--- src/hdl/spa_pkg.sv ---
// Shared constants, request codes and controller/datapath signal groups.
package spa_pkg;

   localparam int MAX_TERMS = 32;
   localparam int ADDR_W    = (MAX_TERMS > 1) ? $clog2(MAX_TERMS) : 1;
   localparam int CNT_W     = $clog2(MAX_TERMS + 1);
   localparam int COEFF_W   = 16;
   localparam int EXP_W     = 8;
   localparam int SUM_W     = COEFF_W + 1;
   localparam int REQ_W     = 2;

   localparam logic [REQ_W-1:0] REQ_LOAD_FIRST  = 2'd0;
   localparam logic [REQ_W-1:0] REQ_LOAD_SECOND = 2'd1;
   localparam logic [REQ_W-1:0] REQ_START       = 2'd2;

   typedef struct packed {
      logic load_first;
      logic load_second;
      logic step;
   } spa_cmd_type;

   typedef struct packed {
      logic out_free;
      logic last;
   } spa_status_type;

endpackage

--- src/hdl/spa_if.sv ---
// Request and response channel interfaces.
interface spa_req_if;
   logic                               valid;
   logic                               ready;
   logic [spa_pkg::REQ_W-1:0]          req_type;
   logic signed [spa_pkg::COEFF_W-1:0] term_coeff;
   logic [spa_pkg::EXP_W-1:0]          term_exponent;

   modport source (output valid, req_type, term_coeff, term_exponent, input ready);
   modport sink (input valid, req_type, term_coeff, term_exponent, output ready);
endinterface

interface spa_rsp_if;
   logic                             valid;
   logic                             ready;
   logic signed [spa_pkg::SUM_W-1:0] sum_coeff;
   logic [spa_pkg::EXP_W-1:0]        out_exponent;
   logic                             last_term;
   logic                             no_terms;

   modport source (output valid, sum_coeff, out_exponent, last_term, no_terms, input ready);
   modport sink (input valid, sum_coeff, out_exponent, last_term, no_terms, output ready);
endinterface

--- src/hdl/spa_datapath.sv ---
// Term list memories, merge indices, compare/add logic and the output register.
module spa_datapath (
   input  logic                               clock,
   input  logic                               reset,
   input  spa_pkg::spa_cmd_type               cmd,
   output spa_pkg::spa_status_type            status,
   input  logic signed [spa_pkg::COEFF_W-1:0] in_coeff,
   input  logic [spa_pkg::EXP_W-1:0]          in_exponent,
   output logic                               out_valid,
   input  logic                               out_ready,
   output logic signed [spa_pkg::SUM_W-1:0]   out_coeff,
   output logic [spa_pkg::EXP_W-1:0]          out_exponent,
   output logic                               out_last,
   output logic                               out_none
);
   import spa_pkg::*;

   logic [COEFF_W+EXP_W-1:0] first_mem [MAX_TERMS];
   logic [COEFF_W+EXP_W-1:0] second_mem [MAX_TERMS];

   logic [CNT_W-1:0] first_count_ff, first_count_in;
   logic [CNT_W-1:0] second_count_ff, second_count_in;
   logic [CNT_W-1:0] first_idx_ff, first_idx_in;
   logic [CNT_W-1:0] second_idx_ff, second_idx_in;

   // Head registers hold the entry at the current index, as read from the term memories.
   logic [COEFF_W+EXP_W-1:0] first_head_ff, second_head_ff;

   logic                      valid_ff, valid_in;
   logic signed [SUM_W-1:0]   coeff_ff, coeff_in;
   logic [EXP_W-1:0]          exp_ff, exp_in;
   logic                      last_ff, last_in;
   logic                      none_ff, none_in;

   logic signed [COEFF_W-1:0] a_coeff, b_coeff;
   logic [EXP_W-1:0]          a_exp, b_exp;
   logic                      a_ok, b_ok, take_a, take_b, last;

   assign a_coeff = first_head_ff[COEFF_W+EXP_W-1:EXP_W];
   assign a_exp   = first_head_ff[EXP_W-1:0];
   assign b_coeff = second_head_ff[COEFF_W+EXP_W-1:EXP_W];
   assign b_exp   = second_head_ff[EXP_W-1:0];

   assign a_ok = first_idx_ff < first_count_ff;
   assign b_ok = second_idx_ff < second_count_ff;

   always_comb begin
      take_a = 1'b0;
      take_b = 1'b0;
      if (a_ok && b_ok) begin
         take_a = a_exp >= b_exp;
         take_b = b_exp >= a_exp;
      end else begin
         take_a = a_ok;
         take_b = b_ok;
      end
   end

   always_comb begin
      first_idx_in  = first_idx_ff;
      second_idx_in = second_idx_ff;
      if (take_a) begin
         first_idx_in = first_idx_ff + CNT_W'(1);
      end
      if (take_b) begin
         second_idx_in = second_idx_ff + CNT_W'(1);
      end
      last = (first_idx_in >= first_count_ff) && (second_idx_in >= second_count_ff);
      if (cmd.step && last) begin
         first_idx_in  = '0;
         second_idx_in = '0;
      end else if (!cmd.step) begin
         first_idx_in  = first_idx_ff;
         second_idx_in = second_idx_ff;
      end
   end

   always_comb begin
      first_count_in  = first_count_ff;
      second_count_in = second_count_ff;
      if (cmd.load_first && first_count_ff < CNT_W'(MAX_TERMS)) begin
         first_count_in = first_count_ff + CNT_W'(1);
      end
      if (cmd.load_second && second_count_ff < CNT_W'(MAX_TERMS)) begin
         second_count_in = second_count_ff + CNT_W'(1);
      end
      if (cmd.step && last) begin
         first_count_in  = '0;
         second_count_in = '0;
      end
   end

   always_comb begin
      coeff_in = coeff_ff;
      exp_in   = exp_ff;
      last_in  = last_ff;
      none_in  = none_ff;
      valid_in = valid_ff && !out_ready;
      if (cmd.step) begin
         valid_in = 1'b1;
         last_in  = last;
         none_in  = !a_ok && !b_ok;
         if (take_a && take_b) begin
            coeff_in = SUM_W'(a_coeff) + SUM_W'(b_coeff);
            exp_in   = a_exp;
         end else if (take_a) begin
            coeff_in = SUM_W'(a_coeff);
            exp_in   = a_exp;
         end else if (take_b) begin
            coeff_in = SUM_W'(b_coeff);
            exp_in   = b_exp;
         end else begin
            coeff_in = '0;
            exp_in   = '0;
         end
      end
   end

   always_ff @(posedge clock) begin
      if (cmd.load_first && first_count_ff < CNT_W'(MAX_TERMS)) begin
         first_mem[first_count_ff[ADDR_W-1:0]] <= {in_coeff, in_exponent};
      end
      if (cmd.load_second && second_count_ff < CNT_W'(MAX_TERMS)) begin
         second_mem[second_count_ff[ADDR_W-1:0]] <= {in_coeff, in_exponent};
      end
      first_head_ff  <= first_mem[first_idx_in[ADDR_W-1:0]];
      second_head_ff <= second_mem[second_idx_in[ADDR_W-1:0]];
   end

   always_ff @(posedge clock) begin
      if (reset) begin
         first_count_ff  <= '0;
         second_count_ff <= '0;
         first_idx_ff    <= '0;
         second_idx_ff   <= '0;
         valid_ff        <= 1'b0;
      end else begin
         first_count_ff  <= first_count_in;
         second_count_ff <= second_count_in;
         first_idx_ff    <= first_idx_in;
         second_idx_ff   <= second_idx_in;
         valid_ff        <= valid_in;
      end
      coeff_ff <= coeff_in;
      exp_ff   <= exp_in;
      last_ff  <= last_in;
      none_ff  <= none_in;
   end

   assign status.out_free = !valid_ff || out_ready;
   assign status.last     = last;

   assign out_valid    = valid_ff;
   assign out_coeff    = coeff_ff;
   assign out_exponent = exp_ff;
   assign out_last     = last_ff;
   assign out_none     = none_ff;

endmodule

--- src/hdl/spa_ctrl.sv ---
// Controller: decodes requests and sequences the merge walk.
module spa_ctrl (
   input  logic                     clock,
   input  logic                     reset,
   input  logic                     req_valid,
   output logic                     req_ready,
   input  logic [spa_pkg::REQ_W-1:0] req_type,
   output spa_pkg::spa_cmd_type     cmd,
   input  spa_pkg::spa_status_type  status
);
   import spa_pkg::*;

   typedef enum logic {IDLE, MERGE} state_type;

   state_type state_ff;
   logic      accept;

   assign req_ready = state_ff == IDLE;
   assign accept    = req_valid && req_ready;

   always_comb begin
      cmd = '0;
      case (state_ff)
         IDLE: begin
            cmd.load_first  = accept && req_type == REQ_LOAD_FIRST;
            cmd.load_second = accept && req_type == REQ_LOAD_SECOND;
         end
         MERGE: begin
            cmd.step = status.out_free;
         end
         default: begin
            cmd = '0;
         end
      endcase
   end

   always_ff @(posedge clock) begin
      if (reset) begin
         state_ff <= IDLE;
      end else begin
         case (state_ff)
            IDLE: begin
               if (accept && req_type == REQ_START) begin
                  state_ff <= MERGE;
               end
            end
            MERGE: begin
               if (status.out_free && status.last) begin
                  state_ff <= IDLE;
               end
            end
            default: begin
               state_ff <= IDLE;
            end
         endcase
      end
   end

endmodule

--- src/hdl/sparse_polynomial_add.sv ---
// Top level of the sparse polynomial adder.
//
//   channel   direction   fields
//   req_ch    in          req_type, term_coeff, term_exponent
//   rsp_ch    out         sum_coeff, out_exponent, last_term, no_terms
//
// Loads may arrive back to back.
// A start walks both lists, one result term per cycle while rsp is taken, and
// holds req ready low until the last term (or a no_terms result for an empty
// add) is stepped out; the single read port of each term memory sets that pace.
// Reset (synchronous) empties both lists; the memories themselves are not cleared.
// A stalled rsp channel holds the walk; loads are taken only once the walk ends, even while its last result waits.
module sparse_polynomial_add (
   input logic      clock,
   input logic      reset,
   spa_req_if.sink  req_ch,
   spa_rsp_if.source rsp_ch
);
   import spa_pkg::*;

   spa_cmd_type    cmd;
   spa_status_type status;

   spa_ctrl u_ctrl (
      .clock     (clock),
      .reset     (reset),
      .req_valid (req_ch.valid),
      .req_ready (req_ch.ready),
      .req_type  (req_ch.req_type),
      .cmd       (cmd),
      .status    (status)
   );

   spa_datapath u_datapath (
      .clock        (clock),
      .reset        (reset),
      .cmd          (cmd),
      .status       (status),
      .in_coeff     (req_ch.term_coeff),
      .in_exponent  (req_ch.term_exponent),
      .out_valid    (rsp_ch.valid),
      .out_ready    (rsp_ch.ready),
      .out_coeff    (rsp_ch.sum_coeff),
      .out_exponent (rsp_ch.out_exponent),
      .out_last     (rsp_ch.last_term),
      .out_none     (rsp_ch.no_terms)
   );

endmodule
--- src/flat_wrapper.sv ---
// flat-port wrapper written by rule: the top's interface ports become plain ports
module sparse_polynomial_add_flat import spa_pkg::*;
  (clock, reset, req_ch_valid, req_ch_req_type, req_ch_term_coeff, req_ch_term_exponent, req_ch_ready, rsp_ch_valid, rsp_ch_sum_coeff, rsp_ch_out_exponent, rsp_ch_last_term, rsp_ch_no_terms, rsp_ch_ready);
  spa_req_if req_ch_i ();
  spa_rsp_if rsp_ch_i ();
  input logic clock;
  input logic reset;
  input wire logic [$bits(req_ch_i.valid)-1:0] req_ch_valid;
  input wire logic [$bits(req_ch_i.req_type)-1:0] req_ch_req_type;
  input wire logic [$bits(req_ch_i.term_coeff)-1:0] req_ch_term_coeff;
  input wire logic [$bits(req_ch_i.term_exponent)-1:0] req_ch_term_exponent;
  output wire logic [$bits(req_ch_i.ready)-1:0] req_ch_ready;
  output wire logic [$bits(rsp_ch_i.valid)-1:0] rsp_ch_valid;
  output wire logic [$bits(rsp_ch_i.sum_coeff)-1:0] rsp_ch_sum_coeff;
  output wire logic [$bits(rsp_ch_i.out_exponent)-1:0] rsp_ch_out_exponent;
  output wire logic [$bits(rsp_ch_i.last_term)-1:0] rsp_ch_last_term;
  output wire logic [$bits(rsp_ch_i.no_terms)-1:0] rsp_ch_no_terms;
  input wire logic [$bits(rsp_ch_i.ready)-1:0] rsp_ch_ready;
  assign req_ch_i.valid = req_ch_valid;
  assign req_ch_i.req_type = req_ch_req_type;
  assign req_ch_i.term_coeff = req_ch_term_coeff;
  assign req_ch_i.term_exponent = req_ch_term_exponent;
  assign req_ch_ready = req_ch_i.ready;
  assign rsp_ch_valid = rsp_ch_i.valid;
  assign rsp_ch_sum_coeff = rsp_ch_i.sum_coeff;
  assign rsp_ch_out_exponent = rsp_ch_i.out_exponent;
  assign rsp_ch_last_term = rsp_ch_i.last_term;
  assign rsp_ch_no_terms = rsp_ch_i.no_terms;
  assign rsp_ch_i.ready = rsp_ch_ready;
  sparse_polynomial_add u_core (.clock(clock), .reset(reset), .req_ch(req_ch_i), .rsp_ch(rsp_ch_i));
endmodule
--- config.mk ---
export PLATFORM = sky130hd
export DESIGN_NAME = sparse_polynomial_add_flat
export DESIGN_NICKNAME = d
export VERILOG_FILES = /design/src/hdl/spa_pkg.sv /design/src/hdl/spa_if.sv /design/src/hdl/spa_datapath.sv /design/src/hdl/spa_ctrl.sv /design/src/hdl/sparse_polynomial_add.sv /design/src/flat_wrapper.sv
export SDC_FILE = /design/constraint.sdc
export NUM_CORES = 2
export LEC_CHECK = 0
export BUFFER_PORTS_ARGS = -buffer_cell sky130_fd_sc_hd__clkbuf_2
export CAP_MARGIN = 20
export CORE_UTILIZATION = 30
export CTS_CLUSTER_DIAMETER = 120
export DETAILED_ROUTE_END_ITERATION = 8
export GPL_TIMING_DRIVEN = 0
export PLACE_DENSITY = 0.5
export SETUP_SLACK_MARGIN = 0.1
export SYNTH_ARGS = -nofsm -noshare
export SYNTH_HDL_FRONTEND = slang
export SYNTH_SLANG_ARGS = --single-unit
--- constraint.sdc ---
create_clock -name clock -period 6.8 [get_ports clock]
set_clock_uncertainty 0.2 [all_clocks]
set_input_delay 0.68 -clock clock [delete_from_list [all_inputs] [get_ports clock]]
set_output_delay 0.68 -clock clock [all_outputs]
set_load 0.01 [all_outputs]
==> metrics.yaml <==
status:
  status: "complete, no violations"
synth:
  syn-instance-count: 4981
  synth_seq_cells: 1637
  synth_cell_types: 71
  ys.flop_type: "edfxtp_1"
  synth_edf_count: 1563
  yosysSeqAreaShare: 0.704
  ys_warn_count: 0
  synthesis.nets: 5068
  syn_area_per_cell_um2: 13.8
  netlist_area_mm2: 0.0688
  synthArstFlopShare: 0
critical_path:
  endpoint_kind: "flip-flop"
  arrival_ns: 7.21
  cp_data_required_time_ns: 7.25
  startpoint_type: "flip-flop"
  critPathKind: "reg -> reg"
  crit_fanout: 10
cts:
  cts_tree: "done"
  clkLatencyLatePin_ns: 0.85
  htree_levels: 4
  root_buffer: "clkbuf_16"
  clock_path_buffers: 3
  clock_sinks: 1637
  clkTransAtPathRegs_ns: 0.06
  cts_buffers: 173
pwr:
  clkPwrFrac: 0.447
  p_sw_mw: 4.59
  combinationalPowerShare: 0.028
  power_mw: 21.1
  power.density_mw_per_mm2: 259
  ir_drop_mv: 0.273
  p_leak_nw: 25.9
  power.internal_mw: 16.5
  swShare: 0.217
  p_seq_frac: 0.525
detailed_routing:
  dr.first_iter.drc_count: 5321
  ant_nets: 0
  drt-pass1-iter-count: 6
  drc: 0
  wire_per_inst_um: 28.2
  num_vias: 46600
  routed_via_density: 5.51
  wl_mm: 238
timing:
  fin_crit_sh: 0.994
  finalSetupViolCount: 0
  rsz0062_at_grt: "yes"
  layout_min_cycle_time_ns: 6.76
  maxSlewViolCount: 0
  hold_viol: 0
  max_freq_mhz: 148
  holdWs_ns: 0.193
  max-slew-margin-rel: 0.244
  worstMarginPinSlew_ns: 1.13
floorplanning:
  die_x_um: 481
  core_area_mm2: 0.228
  die-area_mm2: 0.231
  die_h_um: 481
  rows: 175
  ios: 59
  start_util: 0.302
place:
  numPortBuffers: 58
  hpwl_mm: 166
  dpl_cell_area_mm2: 0.0744
  globalplace.congestion: 0.909
grt:
  grt_pass1_vias: 44900
  antenna_found_initial: 14
  grt_overflow: 0
  groute.usage.overall: 0.201
  grt_max_degree: 65
  grt_pass1_wl_mm: 334
final_layout:
  num-nets-final: 5377
  register_area_mm2: 0.0484
  final_area_mm2: 0.0816
  layout-drive-gt1-share: 0.165
  fill_cells: 21900
  multi_input_area_mm2: 0.0201
  area_delta_synth_final_pct: 18.7
run:
  drv_cap: 0
min_path:
  hold_class: "in -> reg"
==> area by class of cell <==
class	count	area share
sequential	1637	0.593
clock inverter	101	0.0109
timing repair buffer	137	0.0199
multi-input combinational	2923	0.246
clock buffer	220	0.0576
buffer	382	0.0244
antenna	8	0.000245
tap	3009	0.0461
inverter	36	0.00166
==> synth_stat cells, types with 36 or more instances <==
cell type	number	area, um^2
buf_2	83	415
o21ai_0	207	1040
a221oi_1	44	385
edfxtp_1	1563	46900
a221o_1	44	440
nand3_1	138	691
clkbuf_1	253	950
and3_1	173	1080
a22oi_1	45	338
nor2_1	200	751
a21oi_1	409	2050
a311oi_1	52	455
nand2_1	541	2030
o221ai_1	135	1180
a211oi_1	171	1280
a31oi_1	52	325
nor3_1	36	180
inv_1	36	135
ha_1	56	701
mux2i_1	237	2370
o31a_1	49	429
o22ai_1	97	607
dfxtp_1	74	1480
==> logic make-up (layout without fill, tap and decap cells) <==
kind of cell             count (synthesis)  after routing  share of synthesized area
AND/OR/NAND/NOR                       1182           1182                     0.0782
XOR/XNOR                                30             30                    0.00382
flip-flops                            1637           1637                      0.704
other                                    0              8                          0
buffers and inverters                  421            876                     0.0254
AO/OA/AOI/OAI                         1391           1391                      0.136
multiplexers                           263            263                     0.0428
adder cells (fa/ha/maj)                 57             57                     0.0105
==> metal layers <==
metal / vias up / GRT usage / wire length, um
li1: 20300 / - / -
met1: 23900 / 0.275 / 100000
met2: 1960 / 0.319 / 111000
met3: 401 / 0.0327 / 17700
met4: 8 / 0.0761 / 8980
met5: - / 0 / 41
==> per-stage QoR <==
stage / cells / setup WS [ns] / utilization / TNS, ns
after floorplan: 4981 / 0.946 / - / 0
after global routing: 8447 / -0.000629 / 0.358 / -0.000629
after global placement: 8048 / -2.87 / 0.320 / -122.76
after detailed placement: 8103 / -2.94 / 0.327 / -125.47
after CTS: 8443 / 0.0707 / 0.356 / 0
final: 8453 / 0.0405 / 0.359 / 0
==> power by group through the flow <==
stage                     clock network (mW)  logic (mW)  registers (mW)
final                                   9.45       0.594            11.1
after detailed placement                   0       0.577            11.3
after floorplan                            0       0.182            11.3
after global routing                    9.94       0.623            11.1
after CTS                               9.60       0.589            11.1
after global placement                     0       0.521            11.3
==> flip-flops by register name, summed over array words and instances, names as in the netlist <==
name	flops
u_core.u_datapath.out_valid	1
u_core.u_datapath.second_count_ff	6
u_core.u_datapath.second_idx_ff	6
u_core.u_datapath.second_head_ff	24
u_core.u_datapath.first_idx_ff	6
u_core.u_datapath.first_head_ff	24
u_core.u_ctrl.state_ff	1
u_core.u_datapath.out_coeff	17
u_core.u_datapath.first_mem	768
u_core.u_datapath.first_count_ff	6
u_core.u_datapath.out_last	1
u_core.u_datapath.second_mem	768
u_core.u_datapath.out_exponent	8
u_core.u_datapath.out_none	1
==> final timing paths <==
check	cells past startpoint	startpoint	endpoint	slack (ns)
worst min-delay path	1	req_ch_term_exponent[5]	u_core.u_datapath.second_mem[6][5]	0.19
worst max register to register	26	u_core.u_datapath.first_count_ff[3]	u_core.u_datapath.first_head_ff[2]	0.04
worst max-delay path	26	u_core.u_datapath.first_count_ff[3]	u_core.u_datapath.first_head_ff[2]	0.04
worst min register to register	2	u_core.u_datapath.out_valid	u_core.u_datapath.out_valid	0.31
==> critical path, stage by stage, from the launching register on <==
cell       delay (ns)
dfxtp_2          0.40
inv_2            0.11
ha_1             0.29
a2111oi_4        0.42
o31ai_4          0.14
buf_6            0.18
o31a_1           0.34
buf_4            0.20
clkbuf_4         0.20
clkbuf_4         0.21
buf_4            0.20
xnor2_2          0.16
ha_1             0.29
nand2b_1         0.15
a31oi_2          0.23
o21ai_4          0.13
a21oi_4          0.28
nand4_1          0.13
buf_4            0.19
buf_4            0.18
buf_4            0.23
clkbuf_2         0.22
and3_1           0.21
a211oi_1         0.29
a31oi_1          0.11
o221ai_1         0.68
a2111oi_4        0.20
==> repair_timing <==
action                     CTS  global route
hold buffers                 7             0
hold endpoints to repair    15             0
setup buffers               12             5
setup endpoints to repair   70            48
pin swaps                   22            18
resized for setup          332           172
==> cells in the final DEF, fill, tap and decap left out, types with 26 or more instances in the layout <==
cell type | Yosys | layout
edfxtp_1 | 1563 | 1563
nand2_1 | 541 | 537
a21oi_1 | 409 | 369
mux2i_1 | 237 | 236
clkbuf_16 | 0 | 178
and3_1 | 173 | 173
a211oi_1 | 171 | 170
clkbuf_1 | 253 | 164
o21ai_0 | 207 | 150
nand3_1 | 138 | 135
nor2_1 | 200 | 134
clkbuf_2 | 0 | 129
o221ai_1 | 135 | 125
o22ai_1 | 97 | 97
dfxtp_1 | 74 | 71
buf_2 | 83 | 66
clkbuf_4 | 0 | 56
ha_1 | 56 | 56
o31a_1 | 49 | 49
o21ai_1 | 6 | 47
buf_4 | 17 | 47
a22oi_1 | 45 | 44
a221o_1 | 44 | 44
nor2_4 | 0 | 42
a31oi_1 | 52 | 37
a221oi_1 | 44 | 35
nor3_1 | 36 | 34
a21oi_2 | 1 | 34
clkinv_2 | 0 | 33
nand4_1 | 32 | 32
inv_1 | 36 | 32
clkinv_1 | 0 | 30
a311oi_2 | 0 | 26
Note: power is estimated with default switching activity, not from simulation.
